$ cat config.mk
export PLATFORM = sky130hd
export DESIGN_NAME = aldl_ctrl
export DESIGN_NICKNAME = d
export VERILOG_FILES = /design/src/hw/rtl/aldl_pkg.sv /design/src/hw/rtl/aldl_ctrl.sv
export SDC_FILE = /design/constraint.sdc
export NUM_CORES = 1
export LEC_CHECK = 0
export BUFFER_PORTS_ARGS = -buffer_cell sky130_fd_sc_hd__buf_2
export CORE_AREA = 2 2 39 41
export CTS_CLUSTER_SIZE = 25
export DETAILED_ROUTE_END_ITERATION = 16
export DIE_AREA = 0 0 41 43
export PLACE_DENSITY = 0.7
export SLEW_MARGIN = 20
export SYNTH_ARGS = -nofsm -noshare
export SYNTH_HDL_FRONTEND = slang
export SYNTH_SLANG_ARGS = --single-unit
$ cat constraint.sdc
create_clock -name clock -period 2.4 [get_ports clock]
set_input_delay 0.24 -clock clock [delete_from_list [all_inputs] [get_ports clock]]
set_output_delay 0.24 -clock clock [all_outputs]
set_load 0.005 [all_outputs]
$ cat src/hw/rtl/aldl_pkg.sv
package aldl_pkg;

   localparam int SLOTS  = 256;
   localparam int SLOT_W = 8;

   localparam logic [1:0] OP_INS_AFTER  = 2'd0;
   localparam logic [1:0] OP_INS_BEFORE = 2'd1;
   localparam logic [1:0] OP_REMOVE     = 2'd2;
   localparam logic [1:0] OP_LINEARIZE  = 2'd3;

   localparam logic [2:0] ST_OK           = 3'd0;
   localparam logic [2:0] ST_FULL         = 3'd1;
   localparam logic [2:0] ST_BAD_SLOT     = 3'd2;
   localparam logic [2:0] ST_BEFORE_EMPTY = 3'd3;
   localparam logic [2:0] ST_REMOVE_EMPTY = 3'd4;

   typedef struct packed {
      logic [1:0]         op;
      logic [SLOT_W-1:0]  slot;
      logic signed [31:0] value;
   } req_type;

   typedef struct packed {
      logic [2:0]         status;
      logic [SLOT_W-1:0]  new_slot;
      logic signed [31:0] removed_value;
      logic               in_order;
      logic [SLOT_W-1:0]  count;
   } rsp_type;

   typedef enum logic [3:0] {
      CMD_NONE,
      CMD_CLEAR_WR,
      CMD_LOAD,
      CMD_RD_SLOT,
      CMD_RD_FREE,
      CMD_CAP_FREE,
      CMD_WR1,
      CMD_WR2,
      CMD_WR3,
      CMD_WALK_RD,
      CMD_WALK_WR,
      CMD_REB_RD,
      CMD_REB_WR,
      CMD_FINISH
   } cmd_type;

   typedef struct packed {
      logic ok;
      logic is_lin;
      logic count_zero;
      logic idx_last;
      logic walk_last;
   } dp_stat_type;

endpackage

$ cat src/hw/rtl/aldl_ctrl.sv
module aldl_ctrl (
   input  logic                 clock,
   input  logic                 reset,
   input  logic                 req_valid,
   input  logic                 rsp_stall,
   input  aldl_pkg::dp_stat_type stat,
   output aldl_pkg::cmd_type    cmd,
   output logic                 req_stall,
   output logic                 rsp_valid
);
   import aldl_pkg::*;

   typedef enum logic [3:0] {
      S_CLEAR, S_IDLE, S_RD_SLOT, S_RD_FREE, S_CHECK, S_WR1, S_WR2, S_WR3,
      S_WALK_RD, S_WALK_WR, S_REB_RD, S_REB_WR, S_FINISH
   } state_type;

   state_type state_ff, state_in;
   logic      rsp_valid_ff, rsp_valid_in;
   logic      out_free;

   assign out_free  = !rsp_valid_ff || !rsp_stall;
   assign req_stall = (state_ff != S_IDLE);
   assign rsp_valid = rsp_valid_ff;

   always_comb begin
      state_in     = state_ff;
      rsp_valid_in = rsp_valid_ff && rsp_stall;
      cmd          = CMD_NONE;
      unique case (state_ff)
         S_CLEAR: begin
            cmd = CMD_CLEAR_WR;
            if (stat.idx_last) state_in = S_IDLE;
         end
         S_IDLE: begin
            if (req_valid) begin
               cmd      = CMD_LOAD;
               state_in = S_RD_SLOT;
            end
         end
         S_RD_SLOT: begin
            cmd = CMD_RD_SLOT;
            if (!stat.is_lin) state_in = S_RD_FREE;
            else if (stat.count_zero) state_in = S_REB_RD;
            else state_in = S_WALK_RD;
         end
         S_RD_FREE: begin
            cmd      = CMD_RD_FREE;
            state_in = S_CHECK;
         end
         S_CHECK: begin
            cmd      = CMD_CAP_FREE;
            state_in = stat.ok ? S_WR1 : S_FINISH;
         end
         S_WR1: begin
            cmd      = CMD_WR1;
            state_in = S_WR2;
         end
         S_WR2: begin
            cmd      = CMD_WR2;
            state_in = S_WR3;
         end
         S_WR3: begin
            cmd      = CMD_WR3;
            state_in = S_FINISH;
         end
         S_WALK_RD: begin
            cmd      = CMD_WALK_RD;
            state_in = S_WALK_WR;
         end
         S_WALK_WR: begin
            cmd      = CMD_WALK_WR;
            state_in = stat.walk_last ? S_REB_RD : S_WALK_RD;
         end
         S_REB_RD: begin
            cmd      = CMD_REB_RD;
            state_in = S_REB_WR;
         end
         S_REB_WR: begin
            cmd      = CMD_REB_WR;
            state_in = stat.idx_last ? S_FINISH : S_REB_RD;
         end
         S_FINISH: begin
            if (out_free) begin
               cmd          = CMD_FINISH;
               rsp_valid_in = 1'b1;
               state_in     = S_IDLE;
            end
         end
         default: state_in = S_IDLE;
      endcase
   end

   always_ff @(posedge clock) begin
      if (reset) begin
         state_ff     <= S_CLEAR;
         rsp_valid_ff <= 1'b0;
      end else begin
         state_ff     <= state_in;
         rsp_valid_ff <= rsp_valid_in;
      end
   end

endmodule

# == Word-level counts from Yosys, hierarchy flattened ==
# Cells that the tools add are included.
# totals
in_bits,9
n_memories,0
out_inout_bits,6
latch_bits,0
rom_bits,0
mem_bits_rw,0
elab_cells,38
register_bits,5
# classes
n_addsub,0
n_eq_ne,16
n_bitwise,0
n_div,0
shifts,0
n_mux,14
n_lt_le_gt_ge,0
multipliers,0
n_reduce_logical,6
# op_table
cell,n
case mux 4 bit (13 select lines),2
two-way mux 4 bit,6
== test 4 bit (second input constant),5
== test 4 x 3 -> 1 bit (second input constant),4
== test 4 x 2 -> 1 bit (second input constant),2
two-way mux 2 bit,3
inequality test 2 bit (second input constant),3
== test 4 x 1 -> 1 bit (second input constant),1
logical NOT 4 bit,1
inequality test 4 x 1 -> 1 bit (second input constant),1
two-way mux 3 bit,1
AND reduction 3 bit,1
logical NOT 1 bit,2
two-way mux 1 bit,2
logical AND 1 bit,1
logical OR 1 bit,1

# == Logic depth before layout (Yosys ltp) ==
# Gate-level depths: netlist of the first run.
# depth
word_depth,4
depth_mapped,7

# == Least setup slack after synthesis of the first run ==
# OpenSTA, ideal clock, no wires.
# synth_timing
path_kind,register to register
from,register state_ff[2]
to,register state_ff[0]
synth_period_minus_slack_ns,1.584
setup_slack_ns,0.816
stages_incl_launch_ff,7
arrival_ns,1.462
n_path_buf,1
cell_sequence,dfxtp_1 > inv_1 > ha_1 > buf_6 > nor2b_4 > o31a_1 > o311a_1
# synth_between
elab_chain_cells,3
elab_cells_between_ends,18
cone_classes,eq/ne: 15; mux: 1; reduce/logical: 2
# synth_rtl
element,line,rtl
from (decl),aldl_ctrl.sv:18,"state_type state_ff, state_in;"
from (signal assigned),aldl_ctrl.sv:99,state_ff <= state_in;
== test 4 bit (tied with other cells),aldl_ctrl.sv:30,unique case (state_ff)
inequality test 2 bit (no line),n/a,
AND reduction 3 bit (no line),n/a,
# Several ways; a longest one is shown, not always the timed one.
# A chain may end at the register's enable or synchronous reset.

# == Worst setup path in the final report of the first run ==
# layout_timing
from,register state_ff[3]
to,output port cmd[1]
# layout_between
elab_chain_cells,2
elab_cells_between_ends,14
cone_classes,eq/ne: 12; mux: 1; reduce/logical: 1
# layout_rtl
element,line,rtl
== test 4 bit (tied with other cells),aldl_ctrl.sv:30,
case mux 4 bit (13 select lines) (*),aldl_ctrl.sv:30,
to (decl),aldl_ctrl.sv:7,"output aldl_pkg::cmd_type cmd,"
# Every way passes the cells marked *; elsewhere a longest branch is shown, timed or not.

==> results of run 1 <==
==> kinds of logic (layout without fill, tap and decap cells) <==
kind of cell / Yosys count / in the layout
flip-flops: 5 / 5
AO/OA/AOI/OAI: 24 / 24
buffers and inverters: 10 / 24
adder cells (fa/ha/maj): 6 / 6
AND/OR/NAND/NOR: 21 / 21
==> through the flow <==
| stage | util | instances | hold slack (ns) | power [mW] | area (sq um) |
|---|---|---|---|---|---|
| floorplan | - | 66 | 0.309 | 0.130 | 518 |
| global placement | 0.420 | 92 | 0.464 | 0.148 | 582 |
| detailed placement | 0.420 | 92 | 0.466 | 0.149 | 582 |
| CTS | 0.440 | 96 | 0.202 | 0.251 | 609 |
| global route | 0.440 | 96 | 0.212 | 0.265 | 609 |
| finish | 0.440 | 96 | 0.206 | 0.248 | 609 |
==> layer usage <==
layer	track usage	share of wire	wire length [um]
met1	0.129	0.43	491
met2	0.253	0.53	602
met3	0.0471	0.038	44
met4	0.0200	0.0052	6
met5	0	0	0
==> sequential cells by signal (all words and copies together) (netlist names) <==
name	count
state_ff	4
rsp_valid	1
==> cells in the final DEF, fill, tap and decap left out, types with 2 or more instances in the layout <==
| cell type | count |
|---|---|
| a22o_1 | 2 |
| o21ai_1 | 4 |
| nand2_1 | 5 |
| inv_1 | 6 |
| clkbuf_4 | 3 |
| nor2b_1 | 2 |
| nand3_1 | 3 |
| o21ai_0 | 2 |
| dfxtp_1 | 5 |
| nor3_1 | 2 |
| nor3b_1 | 2 |
| buf_2 | 14 |
| ha_1 | 6 |
| a21oi_1 | 7 |
==> worst register-to-register path: stages (launching register included) <==
cell     delay [ns]
dfxtp_1        0.40
inv_1          0.10
ha_1           0.31
nand2_1        0.11
o21ai_1        0.07
a221o_1        0.38
a22o_1         0.23
==> path summary, 6_finish.rpt <==
check              start  cells past startpoint     endpoint  slack (ns)
max          state_ff[3]                      6       cmd[1]        0.42
min                reset                      2    rsp_valid        0.21
max reg2reg  state_ff[3]                      6  state_ff[3]        0.70
min reg2reg    rsp_valid                      2    rsp_valid        0.51
==> power by group through the flow <==
stage / sequential, mW / clock (mW) / combinational (mW)
floorplan: 0.0909 / 0 / 0.0394
global placement: 0.0976 / 0 / 0.0507
detailed placement: 0.0977 / 0 / 0.0517
CTS: 0.0960 / 0.103 / 0.0519
global route: 0.0973 / 0.109 / 0.0585
finish: 0.0964 / 0.0999 / 0.0517
==> area by class of cell <==
cell class | instances | area, sq um | share of cell area
Tap cell | 16 | 20.0 | 0.0329
Clock buffer | 3 | 22.5 | 0.0370
Inverter | 6 | 22.5 | 0.0370
Clock inverter | 1 | 5.00 | 0.00821
Sequential cell | 5 | 100 | 0.164
Timing Repair Buffer | 14 | 70.1 | 0.115
Multi-Input combinational cell | 51 | 369 | 0.606
==> impl_metrics.ini, run 1 <==
[sta]
rsz0062_at_grt = no
max_clock_freq_mhz = 506
finalCritPeriodShare = 0.824
setup_ws_ns = 0.422
fin_tns_setup_ns = 0
min_period_ns = 1.98
setup_viol = 0
hold_violations = 0
relSlewSlack = 0.682
finClkSkew_ns = 0.00423
drv_slew = 0
worst_pin_slew_ns = 0.476

[finish]
drive_above_1_share = 0.263
nets = 96
syn2layout_area_growth_pct = 17.6
fillCellCount = 156
antennaDiodeCount = 0

[route]
drtIter0Drc = 11
drtPass1Iterations = 4
drtAntennaViolNets = 0
totalWireLength_um = 1150
num_vias = 513
via_per_inst = 5.34
drc = 0
routedWlPerCell_um = 11.9

[grt]
grt_antenna_before_repair = 0
grt_use_total = 0.134
grt_max_degree = 17
grt_pass1_wl_um = 1580
first_global_vias = 427
grt_overflow = 0

[synth]
synthFlopType = dfxtp_1
syn-cell-area_sq_um = 518
synth_compound_area_frac = 0.314
synth-seq-cells = 5
yosys-top-cells-count = a21oi_1 (7), ha_1 (6), inv_1 (6)
synth_nets = 81
synth_edf_count = 0
syn_inst = 66
yosys.area_share.simple = 0.254
synth.most_common_cell = a21oi_1
synth_top_family_by_area = compound AO/OA/AOI/OAI gates
synth_adder_area_share = 0.145
synth.area.top_cells = dfxtp_1 (19%), ha_1 (14%), a21oi_1 (6.8%)
synth_xor_area_frac = 0
yosys.area.top_type_share = 0.193
synthMuxAreaShare = 0
synth_largest_area_cell = dfxtp_1
synth_warnings = 0
synth_area_per_cell_sq_um = 7.85
synth-seq-area-share = 0.193
yosysUniqueCellTypes = 30
synthArstFlopShare = 0

[place]
post-place-ws_ns = 0.693
place_congestion = 0.716
io_buffers = 14
hpwl_um = 903

[cts]
cts.sinks = 5
h-tree-depth = 1
numCtsBuffers = 3
clockBufferDepth = 2
cts_resized = 0
clkTransAtPathRegs_ns = 0.05
cts_root_buf = clkbuf_4
cts_setup_buffers = 0
tritoncts = yes
hold_buffers = 0
clkLatencyLatePin_ns = 0.25

[critical_path]
crit_arrival_ns = 1.74
cp.buffers_inverters = 2
required_ns = 2.16
cpMaxStageDelayCell = dfxtp_1
critPathTopFamily = flip-flops
crit_type = reg2out
crit_path_cell_trace = inv_1 > ha_1 > or3_1 > a21oi_1 > nor3b_1 > buf_2
endpoint_kind = primary output
worstSetupStartpointType = flip-flop
path_max_fanout = 10
cpPeakStageDelay_ns = 0.40

[power]
p_seq_frac = 0.389
p_comb_frac = 0.208
pwr-share-clk = 0.403
ir_drop_mv = 0.251
power.switching_mw = 0.0746
p_int_mw = 0.173
power_density_nw_per_um2 = 407
p_sw_frac = 0.301
leakage_nw = 0.280

[die]
fp.dieH_um = 43
coreArea_sq_um = 1380
die_area_sq_um = 1760
io_pins = 15
die_x_um = 41
start_util = 0.374
row_count = 14

[min_path]
min-delay-path-class = in2reg

[run]
cap_violations = 0

[run_status]
status = finished, final reports clean
No activity file was read; power rests on OpenSTA's default activity.
==> run 2: changes to the inputs <==
Clock period 2.4 ns to 2 ns, I/O delays scaled along.
==> run 2 against run 1 <==
  * Register-to-register slack lost 0.37 ns
  * Non-clock buffer count unchanged
  * Combinational power is 20% higher
  * First-iteration DRC count decreased by 45%
  * Wire length is 0.70% lower
  * Count of clock-buffer cells in the layout increased by 1
  * Sequential power grew 20%
  * Cell count is the same
  * Clock skew rose by 0.0089 ns
  * Critical endpoint unchanged
==> impl_metrics.ini, run 2 (same netlist as run 1, synthesis figures left out) <==
[run_status]
status = finished, final reports clean

[route]
drc = 0
drtAntennaViolNets = 0
drtPass1Iterations = 3
num_vias = 513
totalWireLength_um = 1140
via_per_inst = 5.34
routedWlPerCell_um = 11.8
drtIter0Drc = 6

[sta]
finClkSkew_ns = 0.0131
min_period_ns = 1.83
max_clock_freq_mhz = 545
setup_viol = 0
holdWs_ns = 0.168
fin_tns_setup_ns = 0
finalCritPeriodShare = 0.917
setup_ws_ns = 0.166
worst_pin_slew_ns = 0.480
drv_slew = 0
rsz0062_at_grt = no
hold_violations = 0
relSlewSlack = 0.680

[place]
post-place-ws_ns = 0.299
hpwl_um = 899
io_buffers = 14
dpl.cell_count = 92
place_congestion = 0.698

[finish]
layout_commonest_cell = buf_2
regMostFlops = state_ff
drive_above_1_share = 0.275
finalNonFillerCells = 96
antennaDiodeCount = 0
mostFrequentLayoutCells = buf_2 (14), a21oi_1 (7), inv_1 (6)
fin_util = 0.442
largest_reg_flops = 4
syn2layout_area_growth_pct = 18.1
nets = 96

[critical_path]
crit_path_cell_trace = inv_1 > ha_2 > or3_1 > a21oi_1 > nor3b_1 > buf_2
path_max_fanout = 10
cpPeakStageDelay_ns = 0.39
crit_cells = 6
worstSetupStartpointType = flip-flop
crit_type = reg2out
required_ns = 1.80
worstRegToRegCells = 6
cpMaxStageDelayCell = dfxtp_1
critPathTopFamily = flip-flops
endpoint_kind = primary output
cp.buffers_inverters = 2
crit_arrival_ns = 1.63

[cts]
clkTransAtPathRegs_ns = 0.05
cts_resized = 0
numCtsBuffers = 3
clockBufferDepth = 2
cts.sinks = 5
tritoncts = yes
cts_root_buf = clkbuf_4
h-tree-depth = 1
clkLatencyLatePin_ns = 0.25
hold_buffers = 0
cts_setup_buffers = 0

[die]
die_area_sq_um = 1760
fp.dieH_um = 43
row_count = 14
start_util = 0.374
die_x_um = 41
io_pins = 15
coreArea_sq_um = 1380

[grt]
grt_use_total = 0.146
grt_max_degree = 17
grt_pass1_wl_um = 1760
first_global_vias = 426
grt_overflow = 0
grt_antenna_before_repair = 0

[power]
leakage_nw = 0.277
p_comb_frac = 0.206
p_int_mw = 0.211
power_density_nw_per_um2 = 492
pwr-share-clk = 0.409
power.switching_mw = 0.0897
ir_drop_mv = 0.318
p_sw_frac = 0.298
p_seq_frac = 0.385

[min_path]
min-delay-path-class = in2reg
min_delay_path_depth = 2

[run]
cap_violations = 0
[run 2: cell types whose count changed in the layout (fill, tap and decap cells not counted), sizes merged]
cell    change
clkbuf      +1
clkinv      -1
[run 2: power by group through the flow]
stage | Combinational [mW] | Sequential, mW | Clock [mW]
4_1_cts | 0.0624 | 0.116 | 0.126
3_5_place_dp | 0.0620 | 0.118 | 0
6_report | 0.0621 | 0.116 | 0.123
2_1_floorplan | 0.0472 | 0.109 | 0
5_1_grt | 0.0701 | 0.117 | 0.131
3_3_place_gp | 0.0617 | 0.117 | 0
[run 2: worst paths after layout]
kind | startpoint | endpoint | slack (ns)
worst min register to register | rsp_valid | rsp_valid | 0.49
worst max-delay path | state_ff[3] | cmd[1] | 0.17
worst max register to register | state_ff[3] | state_ff[2] | 0.33
worst min-delay path | reset | rsp_valid | 0.17
[run 2: layout make-up]
cell class	instances	area, sq um
repair buffers	14	70.1
clock buffers	4	26.3
inverters	6	22.5
well taps	16	20.0
fillers	148	772
flip-flops and latches	5	101
multi-input cells	51	372
[run 2: layer usage]
layer,wire length (um),vias up,GRT usage
met2,604,12,0.247
met5,0,-,0
met4,0,0,0.0400
met1,467,232,0.167
met3,65,0,0.0471
li1,-,269,-
[run 2: through the flow]
step                      power [mW]  cell area, sq um
after floorplan                0.156               518
after global placement         0.179               582
after detailed placement       0.180               582
after CTS                      0.304               608
after global routing           0.318               612
final                          0.301               612
